[src/rtl/core/sst_pkg.sv]
package sst_pkg;

    localparam int TABLE_DEPTH = 64;
    localparam int IDX_W       = $clog2(TABLE_DEPTH);
    localparam int CNT_W       = $clog2(TABLE_DEPTH + 1);

    localparam int MODE_W      = 2;
    localparam int SITE_W      = 16;
    localparam int RANK_W      = 7;
    localparam int COUNT_OUT_W = 7;
    localparam int STATUS_W    = 2;
    localparam int CMP_W       = (CNT_W > RANK_W) ? CNT_W : RANK_W;

    // Input tdata layout, lowest bit first.
    localparam int IN_MODE_LSB   = 0;
    localparam int IN_SITE_LSB   = IN_MODE_LSB + MODE_W;
    localparam int IN_EFFECT_LSB = IN_SITE_LSB + SITE_W;
    localparam int IN_RANK_LSB   = IN_EFFECT_LSB + 1;
    localparam int IN_BITS       = IN_RANK_LSB + RANK_W;
    localparam int IN_TDATA_W    = ((IN_BITS + 7) / 8) * 8;

    // Output tdata layout, lowest bit first.
    localparam int OUT_EMPTY_LSB  = 0;
    localparam int OUT_ENTRY_LSB  = OUT_EMPTY_LSB + 1;
    localparam int OUT_EFFECT_LSB = OUT_ENTRY_LSB + COUNT_OUT_W;
    localparam int OUT_STATUS_LSB = OUT_EFFECT_LSB + COUNT_OUT_W;
    localparam int OUT_BITS       = OUT_STATUS_LSB + STATUS_W;
    localparam int OUT_TDATA_W    = ((OUT_BITS + 7) / 8) * 8;

    typedef enum logic [MODE_W-1:0] {
        MODE_INSERT = 2'd0,
        MODE_DELETE = 2'd1,
        MODE_TEST   = 2'd2
    } mode_t;

    typedef enum logic [STATUS_W-1:0] {
        STAT_OK       = 2'd0,
        STAT_RANK_ERR = 2'd1,
        STAT_FULL     = 2'd2
    } status_t;

    typedef enum logic [2:0] {
        ST_IDLE,
        ST_INS_STEP,
        ST_INS_HEAD,
        ST_DEL_FIRST,
        ST_DEL_MOVE,
        ST_TST_STEP,
        ST_FINISH
    } state_t;

    typedef struct packed {
        logic              effect;
        logic [SITE_W-1:0] site;
    } entry_t;

    function automatic logic [COUNT_OUT_W-1:0] to_out_count(input logic [CNT_W-1:0] c);
        logic [CNT_W+COUNT_OUT_W-1:0] w;
        begin
            w = {{COUNT_OUT_W{1'b0}}, c};
            return w[COUNT_OUT_W-1:0];
        end
    endfunction

endpackage

[src/rtl/core/sorted_site_table.sv]
// Sorted location table of up to 64 entries held in a single-port-write,
// single-port-read memory. Each transaction takes one operation and returns
// exactly one result. All work runs through one read/compare/write step per
// cycle: an insert walks down from the last entry, moving each larger entry
// up one place; a delete walks up from the removed rank, moving each later
// entry down; a location test scans from the first entry and stops at the
// first location not below the probe. Errors, a full table, a test of an
// empty table and the unused mode code go straight to the finish state.
// s_tready is high only while no operation is in work; a finished result
// waits in the output register, and the next transaction is still taken,
// but it holds in its finish state until that result is taken.
module sorted_site_table
    import sst_pkg::*;
(
    input  logic                   clk,
    input  logic                   rst_n,
    input  logic                   s_tvalid,
    output logic                   s_tready,
    // mode[1:0], site[17:2], has_effect[18], rank[25:19], zero fill above
    input  logic [IN_TDATA_W-1:0]  s_tdata,
    output logic                   m_tvalid,
    input  logic                   m_tready,
    // site_empty[0], entry_count[7:1], effect_count[14:8], status[16:15], zero fill above
    output logic [OUT_TDATA_W-1:0] m_tdata
);

    entry_t mem [TABLE_DEPTH];
    entry_t rd_data_reg;

    logic             rd_en;
    logic [IDX_W-1:0] rd_addr;
    logic             wr_en;
    logic [IDX_W-1:0] wr_addr;
    entry_t           wr_data;

    state_t state_reg, state_next;
    logic [CNT_W-1:0] fill_reg, fill_next;
    logic [CNT_W-1:0] eff_cnt_reg, eff_cnt_next;
    logic [IDX_W-1:0] idx_reg, idx_next;
    entry_t           new_reg, new_next;
    status_t          status_reg, status_next;
    logic             empty_reg, empty_next;
    logic             out_valid_reg, out_valid_next;
    logic [OUT_TDATA_W-1:0] out_data_reg, out_data_next;

    logic [MODE_W-1:0] in_mode;
    logic [SITE_W-1:0] in_site;
    logic              in_effect;
    logic [RANK_W-1:0] in_rank;
    logic              accept;
    logic              more_after;

    assign in_mode   = s_tdata[IN_MODE_LSB +: MODE_W];
    assign in_site   = s_tdata[IN_SITE_LSB +: SITE_W];
    assign in_effect = s_tdata[IN_EFFECT_LSB];
    assign in_rank   = s_tdata[IN_RANK_LSB +: RANK_W];

    assign s_tready = (state_reg == ST_IDLE);
    assign accept   = s_tvalid && s_tready;
    assign m_tvalid = out_valid_reg;
    assign m_tdata  = out_data_reg;

    // True when an entry follows the one at idx_reg.
    assign more_after = ((CNT_W'(idx_reg) + CNT_W'(1)) < fill_reg);

    always_ff @(posedge clk)
    begin
        if (wr_en)
        begin
            mem[wr_addr] <= wr_data;
        end
        if (rd_en)
        begin
            rd_data_reg <= mem[rd_addr];
        end
    end

    always_ff @(posedge clk or negedge rst_n)
    begin
        if (!rst_n)
        begin
            state_reg     <= ST_IDLE;
            fill_reg      <= '0;
            eff_cnt_reg   <= '0;
            out_valid_reg <= 1'b0;
        end
        else
        begin
            state_reg     <= state_next;
            fill_reg      <= fill_next;
            eff_cnt_reg   <= eff_cnt_next;
            out_valid_reg <= out_valid_next;
        end
    end

    always_ff @(posedge clk)
    begin
        idx_reg      <= idx_next;
        new_reg      <= new_next;
        status_reg   <= status_next;
        empty_reg    <= empty_next;
        out_data_reg <= out_data_next;
    end

    always_comb
    begin
        state_next     = state_reg;
        fill_next      = fill_reg;
        eff_cnt_next   = eff_cnt_reg;
        idx_next       = idx_reg;
        new_next       = new_reg;
        status_next    = status_reg;
        empty_next     = empty_reg;
        out_valid_next = out_valid_reg;
        out_data_next  = out_data_reg;
        rd_en          = 1'b0;
        rd_addr        = '0;
        wr_en          = 1'b0;
        wr_addr        = '0;
        wr_data        = rd_data_reg;

        if (out_valid_reg && m_tready)
        begin
            out_valid_next = 1'b0;
        end

        unique case (state_reg)
            ST_IDLE:
            begin
                if (accept)
                begin
                    new_next.site   = in_site;
                    new_next.effect = in_effect;
                    status_next     = STAT_OK;
                    empty_next      = 1'b0;
                    state_next      = ST_FINISH;
                    unique case (in_mode)
                        MODE_INSERT:
                        begin
                            if (fill_reg == CNT_W'(TABLE_DEPTH))
                            begin
                                status_next = STAT_FULL;
                            end
                            else if (fill_reg == '0)
                            begin
                                state_next = ST_INS_HEAD;
                            end
                            else
                            begin
                                rd_en      = 1'b1;
                                rd_addr    = IDX_W'(fill_reg - CNT_W'(1));
                                idx_next   = IDX_W'(fill_reg);
                                state_next = ST_INS_STEP;
                            end
                        end
                        MODE_DELETE:
                        begin
                            if (in_rank == '0 || CMP_W'(in_rank) > CMP_W'(fill_reg))
                            begin
                                status_next = STAT_RANK_ERR;
                            end
                            else
                            begin
                                rd_en      = 1'b1;
                                rd_addr    = IDX_W'(in_rank - RANK_W'(1));
                                idx_next   = IDX_W'(in_rank - RANK_W'(1));
                                state_next = ST_DEL_FIRST;
                            end
                        end
                        MODE_TEST:
                        begin
                            if (fill_reg == '0)
                            begin
                                empty_next = 1'b1;
                            end
                            else
                            begin
                                rd_en      = 1'b1;
                                rd_addr    = '0;
                                idx_next   = '0;
                                state_next = ST_TST_STEP;
                            end
                        end
                        default:
                        begin
                            // The unused mode code leaves the table alone.
                        end
                    endcase
                end
            end

            ST_INS_STEP:
            begin
                // rd_data_reg holds the entry just below the write slot idx_reg.
                wr_en   = 1'b1;
                wr_addr = idx_reg;
                if (rd_data_reg.site > new_reg.site)
                begin
                    wr_data = rd_data_reg;
                    if (idx_reg == IDX_W'(1))
                    begin
                        state_next = ST_INS_HEAD;
                    end
                    else
                    begin
                        rd_en    = 1'b1;
                        rd_addr  = idx_reg - IDX_W'(2);
                        idx_next = idx_reg - IDX_W'(1);
                    end
                end
                else
                begin
                    wr_data      = new_reg;
                    fill_next    = fill_reg + CNT_W'(1);
                    eff_cnt_next = eff_cnt_reg + CNT_W'(new_reg.effect);
                    state_next   = ST_FINISH;
                end
            end

            ST_INS_HEAD:
            begin
                wr_en        = 1'b1;
                wr_addr      = '0;
                wr_data      = new_reg;
                fill_next    = fill_reg + CNT_W'(1);
                eff_cnt_next = eff_cnt_reg + CNT_W'(new_reg.effect);
                state_next   = ST_FINISH;
            end

            ST_DEL_FIRST, ST_DEL_MOVE:
            begin
                if (state_reg == ST_DEL_FIRST)
                begin
                    // This is the entry being removed.
                    eff_cnt_next = eff_cnt_reg - CNT_W'(rd_data_reg.effect);
                end
                else
                begin
                    wr_en   = 1'b1;
                    wr_addr = idx_reg - IDX_W'(1);
                    wr_data = rd_data_reg;
                end
                if (more_after)
                begin
                    rd_en      = 1'b1;
                    rd_addr    = idx_reg + IDX_W'(1);
                    idx_next   = idx_reg + IDX_W'(1);
                    state_next = ST_DEL_MOVE;
                end
                else
                begin
                    fill_next  = fill_reg - CNT_W'(1);
                    state_next = ST_FINISH;
                end
            end

            ST_TST_STEP:
            begin
                if (rd_data_reg.site == new_reg.site)
                begin
                    empty_next = 1'b0;
                    state_next = ST_FINISH;
                end
                else if (rd_data_reg.site > new_reg.site || !more_after)
                begin
                    empty_next = 1'b1;
                    state_next = ST_FINISH;
                end
                else
                begin
                    rd_en    = 1'b1;
                    rd_addr  = idx_reg + IDX_W'(1);
                    idx_next = idx_reg + IDX_W'(1);
                end
            end

            ST_FINISH:
            begin
                if (!out_valid_reg || m_tready)
                begin
                    out_valid_next = 1'b1;
                    out_data_next  = '0;
                    out_data_next[OUT_EMPTY_LSB]                  = empty_reg;
                    out_data_next[OUT_ENTRY_LSB +: COUNT_OUT_W]   = to_out_count(fill_reg);
                    out_data_next[OUT_EFFECT_LSB +: COUNT_OUT_W]  = to_out_count(eff_cnt_reg);
                    out_data_next[OUT_STATUS_LSB +: STATUS_W]     = status_reg;
                    state_next     = ST_IDLE;
                end
            end

            default:
            begin
                state_next = ST_IDLE;
            end
        endcase
    end

    a_fill_bound: assert property (@(posedge clk) disable iff (!rst_n)
        fill_reg <= CNT_W'(TABLE_DEPTH))
        else $error("entry count exceeds table depth");

    a_effect_bound: assert property (@(posedge clk) disable iff (!rst_n)
        eff_cnt_reg <= fill_reg)
        else $error("effect count exceeds entry count");

    a_busy_after_accept: assert property (@(posedge clk) disable iff (!rst_n)
        (s_tvalid && s_tready) |=> !s_tready)
        else $error("ready stayed high after a transaction was taken");

endmodule
[config.mk]
export PLATFORM = sky130hd
export DESIGN_NAME = sorted_site_table
export DESIGN_NICKNAME = d
export VERILOG_FILES = /design/src/rtl/core/sst_pkg.sv /design/src/rtl/core/sorted_site_table.sv
export SDC_FILE = /design/constraint.sdc
export NUM_CORES = 2
export LEC_CHECK = 0
export BUFFER_PORTS_ARGS = -buffer_cell sky130_fd_sc_hd__buf_2
export CAP_MARGIN = 40
export CORE_MARGIN = 1
export CORE_UTILIZATION = 50
export DETAILED_ROUTE_END_ITERATION = 7
export PLACE_DENSITY_LB_ADDON = 0.1
export SETUP_SLACK_MARGIN = 0.15
export SYNTH_ARGS = -nofsm -noshare
export SYNTH_HDL_FRONTEND = slang
export SYNTH_SLANG_ARGS = --single-unit
[constraint.sdc]
create_clock -name clk -period 6.15 [get_ports clk]
set_clock_uncertainty 0.15 [all_clocks]
set_input_delay 1.23 -clock clk [delete_from_list [all_inputs] [get_ports clk]]
set_output_delay 1.23 -clock clk [all_outputs]
set_load 0.05 [all_outputs]
After elaboration in Yosys (flattened, before gate mapping)
Memory sizes are Yosys's and may differ from the RTL's. A register that Yosys moved wholly into a read port is not among the register bits.
Cells that the tools add are included.
- input bits: 36
- logic and storage cells: 147
- memories kept: 1
- RAM bits: 1088
- register bits: 61
- memories (memory ; words ; bits a word ; read ports ; clocked after Yosys merged registers in ; wr ports ; line ; RTL):
    mem ; 64 ; 17 ; 1 ; 1 ; 1 ; sorted_site_table.sv:27 ; entry_t mem [TABLE_DEPTH];
- eq/ne operators: 28
- muxes and demuxes: 73
- reduce and logical (&&, ||, !) cells: 23
- $lt $le $gt $ge: 3
- $add $sub $neg: 9
- operators by type and width (cell ; number):
    2-to-1 mux 6 bit ; 20
    one-hot mux 6 bit (4 select lines) ; 2
    one-hot mux 7 bit (3 select lines) ; 2
    one-hot mux 17 bit (2 select lines) ; 1
    2-to-1 mux 7 bit ; 4
    2-to-1 mux 3 bit ; 8
    one-hot mux 6 bit (2 select lines) ; 2
    2-to-1 mux 1 bit ; 21
    != test 2 bit, second input constant ; 9
    != test 3 bit, second input constant ; 6
    one-hot mux 3 bit (6 select lines) ; 1
    one-hot mux 6 bit (3 select lines) ; 1
    2-to-1 mux 17 bit ; 1
    equality test 16 bit ; 1
    > comparator 16 bit ; 1
    logical NOT 7 bit ; 2
    AND reduction 12 bit ; 1
    subtractor 6 x 1 -> 6 bit, second input constant ; 2
    equality test 3 bit, second input constant ; 3
    one-hot mux 3 bit (3 select lines) ; 1
    AND reduction 3 bit ; 3
    2-to-1 mux 2 bit ; 4
    adder 6 x 1 -> 7 bit, second input constant ; 1
    adder 7 x 1 -> 7 bit ; 1
    30 further kinds ; 38

Depth between registers and ports, before layout
- word-level depth: 7
- mapped depth: 19
- depth with buffers taken out: 15

Least setup slack after synthesis
Ideal clock, no wire load.
- path type: register to register
- start point: register rd_data_reg[15] (netlist name)
- end point: memory mem[0][0] (netlist name), data pin
- cell stages (with the launch flop): 10
- path slack: 0.716 ns
- period minus slack after synthesis: 5.434 ns
- data arrival time: 4.582 ns
- library setup time: 0.702 ns
- cell sequence: edfxtp_1 > ha_1 > nand4_1 > nor3_1 > a221oi_2 > or2_2 > nand2b_1 > a21oi_1 > clkbuf_1 > o21ai_0
- RTL lines (item ; line):
    to (decl) ; sorted_site_table.sv:27

Final worst setup path
- start point: register idx_reg[2]
- end point: register rd_data_reg[16] (netlist name)
- word-level cells in the longest chain between the ends: 7
- elaborated cells between the ends (all ways): 19
- ends and longest elaborated chain (item ; line ; RTL):
    from (decl) ; sorted_site_table.sv:39 ; logic [IDX_W-1:0] idx_reg, idx_next;
    from (signal assigned) ; sorted_site_table.sv:98 ; idx_reg <= idx_next;
    adder 6 x 1 -> 7 bit ; sorted_site_table.sv:64 ; assign more_after = ((CNT_W'(idx_reg) + CNT_W'(1)) < fill_reg);
    less-than comparator 7 bit ; sorted_site_table.sv:64 ;
    logical NOT 1 bit ; sorted_site_table.sv:264 ; else if (rd_data_reg.site > new_reg.site || !more_after)
    logical OR 1 bit ; sorted_site_table.sv:264 ;
    2-to-1 mux 6 bit or 2-to-1 mux 1 bit (tied branches) ; sorted_site_table.sv:264 ;
    2-to-1 mux 6 bit or 2-to-1 mux 1 bit (tied branches) ; sorted_site_table.sv:259 ; if (rd_data_reg.site == new_reg.site)
    one-hot mux 6 bit (4 select lines) or one-hot mux 1 bit (4 select lines) (tied branches) ; sorted_site_table.sv:127 ; unique case (state_reg)
Parallel ways exist; a longest one is shown, timed or not.
A chain may end at the register's enable or synchronous reset.

==> impl_metrics.py <==
metrics = {
    "status": {
        "status": "finished with violations",
        "violations": "design-rule violations",
    },
    "setup_path": {
        "critPathBufInv": 2,
        "required_ns": 6.44,
        "crit_path_end_kind": "register",
        "r2r-start": "idx_reg[2]",
        "critical-path-top-delay-family": "compound AO/OA/AOI/OAI gates",
        "reg2regPathDepth": 16,
        "cp_slowest_stage_delay_ns": 0.62,
        "crit_type": "register to register",
        "slowest_stage": "edfxtp_1",
        "crit_arrival_ns": 5.89,
        "critPathLaunchType": "register",
        "path_cells": "ha_1 -> nand4_1 -> xnor2_1 -> ha_1 -> o21ai_0 -> o21a_1 -> o31a_1 -> nand2_1 -> o2111ai_4 -> and2_4 -> buf_12 -> buf_4 -> nand3_1 -> a32o_1 -> o21ai_0 -> nand4_1",
        "path_max_fanout": 59,
        "cp-endpoint": "rd_data_reg[16]",
        "r2r_slack_ns": 0.55,
        "crit_cells": 16,
        "regToRegEndpoint": "rd_data_reg[16]",
        "startpoint": "idx_reg[2]",
    },
    "hold_path": {
        "min-delay-path-class": "register to register",
    },
    "global_routing": {
        "grt_pass1_vias": 30203,
        "grt_remaining_overflow": 0,
        "grtUsageTotal_pct": 27.02,
        "grt_pass1_wl_um": 196800,
        "grt_max_degree": 78,
        "antenna_found_initial": 2,
    },
    "detailed_routing": {
        "vias": 31257,
        "routed_wl_um": 134200,
        "drtAntennaViolNets": 0,
        "wl_per_cell_um": 26.36,
        "route.detailed.drc": 32,
        "drt-pass1-iter-count": 8,
        "vias_per_cell": 6.137,
        "drt_first_iter_violations": 3070,
    },
    "timing": {
        "finalWorstSetupSlack_ns": 0.5520,
        "fmax_mhz": 178.6,
        "relSlewSlack_pct": 38.09,
        "setup-tns-final_ns": 0,
        "worstMarginPinSlew_ns": 0.9287,
        "report.final.hold_viol_count": 0,
        "slew_violations": 0,
        "fin_crit_sh_pct": 91.03,
        "fin_crit_ns": 5.598,
        "rsz0062_at_grt": "no",
        "finalSetupViolCount": 0,
    },
    "clocking": {
        "htreeDepth": 3,
        "cts_tree": "built",
        "clk_latency_ns": 0.73,
        "postCtsSetupBuffers": 0,
        "cts_hold_buffers": 0,
        "cts_root_buf": "clkbuf_16",
        "cts_resized": 0,
        "clockBufferDepth": 3,
        "clk_pin_slew_ns": 0.07,
        "cts_sinks": 1166,
        "numCtsBuffers": 120,
    },
    "place": {
        "pre_cts_slack_ns": 0.7206,
        "routabilityCongestion": 0.9453,
        "placed_cell_area_sq_um": 51900,
        "dp_hpwl_um": 83080,
        "io_buffers": 48,
    },
    "synthesis": {
        "yosysSeqAreaShare_pct": 71.33,
        "synth_edf_count": 1148,
        "ys_warn_count": 0,
        "synthArstFlopShare_pct": 1.544,
        "synth_ff_type": "edfxtp_1",
        "ys_seq_elements": 1166,
        "synth_area_leader_cell": "edfxtp_1",
        "ys_top_cells_by_area": "edfxtp_1 70%, nand2_1 5.4%, a211oi_1 2.4%",
        "synthCells": 3571,
        "syn_avg_cell_area_sq_um": 13.71,
        "syn_area_sq_um": 48960,
        "yosys.cell_types.count": 84,
        "yosysTopAreaCellShare_pct": 70.41,
    },
    "run": {
        "drv_cap": 0,
    },
    "power": {
        "peakVddDrop_mv": 0.3879,
        "switching_share_pct": 39.44,
        "netSwitchingPower_mw": 12.60,
        "p_leak_nw": 19.27,
        "power_density_nw_per_um2": 573.0,
        "power_frac_clock_pct": 22.3,
        "pwr-share-seq_pct": 36.0,
        "p_int_mw": 19.34,
        "p_comb_share_pct": 41.7,
    },
    "finish": {
        "final_cell_mix": "1148 x edfxtp_1, 708 x nand2_1, 218 x nand3_1",
        "drive_above_1_share_pct": 13.71,
        "largest_reg_flops": 1088,
        "top_register": "mem",
        "nets": 3808,
        "area_growth_pct": 13.86,
        "postLayoutCellArea_sq_um": 55750,
        "final_common_cell": "edfxtp_1",
        "n_fill_cell": 7573,
        "final_util_pct": 57.56,
    },
    "die": {
        "ios": 62,
        "dieArea_sq_um": 99180,
        "start_util_pct": 50.55,
        "rows": 114,
        "coreArea_sq_um": 96850,
        "dieHeight_um": 314.9,
        "chipWidth_um": 314.9,
    },
}
-- stage by stage --
| step | hold WS (ns) | cells | total power, mW |
|---|---|---|---|
| after floorplan | 0.2503 | 3577 | 19.19 |
| after global placement | 0.2509 | 4872 | 24.48 |
| after detailed placement | 0.2545 | 4876 | 24.87 |
| after CTS | 0.2594 | 5092 | 31.97 |
| after global routing | 0.2966 | 5092 | 33.27 |
| final | 0.2721 | 5093 | 31.94 |
-- power by group through the flow --
stage | logic, mW | registers, mW | clock network, mW
2_1_floorplan | 7.57 | 11.6 | 0
3_3_place_gp | 12.8 | 11.7 | 0
3_5_place_dp | 13.2 | 11.7 | 0
4_1_cts | 13.3 | 11.5 | 7.22
5_1_grt | 14.2 | 11.6 | 7.52
6_report | 13.3 | 11.5 | 7.12
-- final cells by class --
cell class	instances	area [sq um]	share of cell area (%)
well taps	1276	1597	2.864
flip-flops and latches	1166	34920	62.65
repair buffers	277	2505	4.493
diodes	1	2.502	0.004489
clock inverters	77	750.7	1.347
multi-input cells	2116	12720	22.81
clock buffers	139	3095	5.553
inverters	41	153.9	0.2761
-- metal layers --
layer	up-vias	track usage [%]	share of wire, %
met5	-	0	0.0089
met4	2	9.267	3.1
met3	195	4.039	7.5
met2	1243	43.05	47
met1	15819	38.06	42
li1	13998	-	-
-- worst min path at each step --
stage	start	endpoint	slack [ns]	cells after the start
floorplan	empty_reg	m_tdata[0]	0.25	0
global placement	status_reg[1]	m_tdata[16]	0.25	0
detailed placement	status_reg[0]	m_tdata[15]	0.25	0
CTS	rst_n	state_reg[2]	0.26	1
global route	rst_n	eff_cnt_reg[3]	0.30	1
finish	status_reg[0]	m_tdata[15]	0.27	0
-- cell families (layout without fill, tap and decap cells) --
family	count (synthesis)	count (layout)	share of synthesized area (%)
AOI/OAI and AO/OA	673	673	10.49
xor gates and xnor gates	26	26	0.4651
adders and majority gates	50	50	1.293
buffers and inverters	295	534	2.900
DFF	1166	1166	71.33
muxes	95	95	1.996
other	1	8	0.007659
and+or+nand+nor	1265	1265	11.52
-- synth_stat cells (6+ instances only) --
cell,count
a2111oi_0,12
a211o_1,18
a211oi_1,159
a211oi_2,13
a21boi_0,35
a21o_1,6
a21oi_1,50
a221oi_1,24
a311o_1,17
a311oi_1,47
a31o_1,13
a31oi_1,76
a32o_1,54
and3_1,117
buf_1,17
buf_2,100
buf_4,26
buf_6,12
clkbuf_1,99
dfrtp_1,18
edfxtp_1,1148
ha_1,49
inv_1,40
mux2_2,19
mux2i_1,74
nand2_1,709
nand2b_1,11
nand3_1,220
nand3b_1,16
nand4_1,22
nor2_1,111
nor2b_1,6
nor3_1,16
o211ai_1,19
o21a_1,9
o21ai_0,60
o21ai_1,12
or3_1,6
xnor2_1,18
xor2_1,8
(Power assumes the default switching activity.)
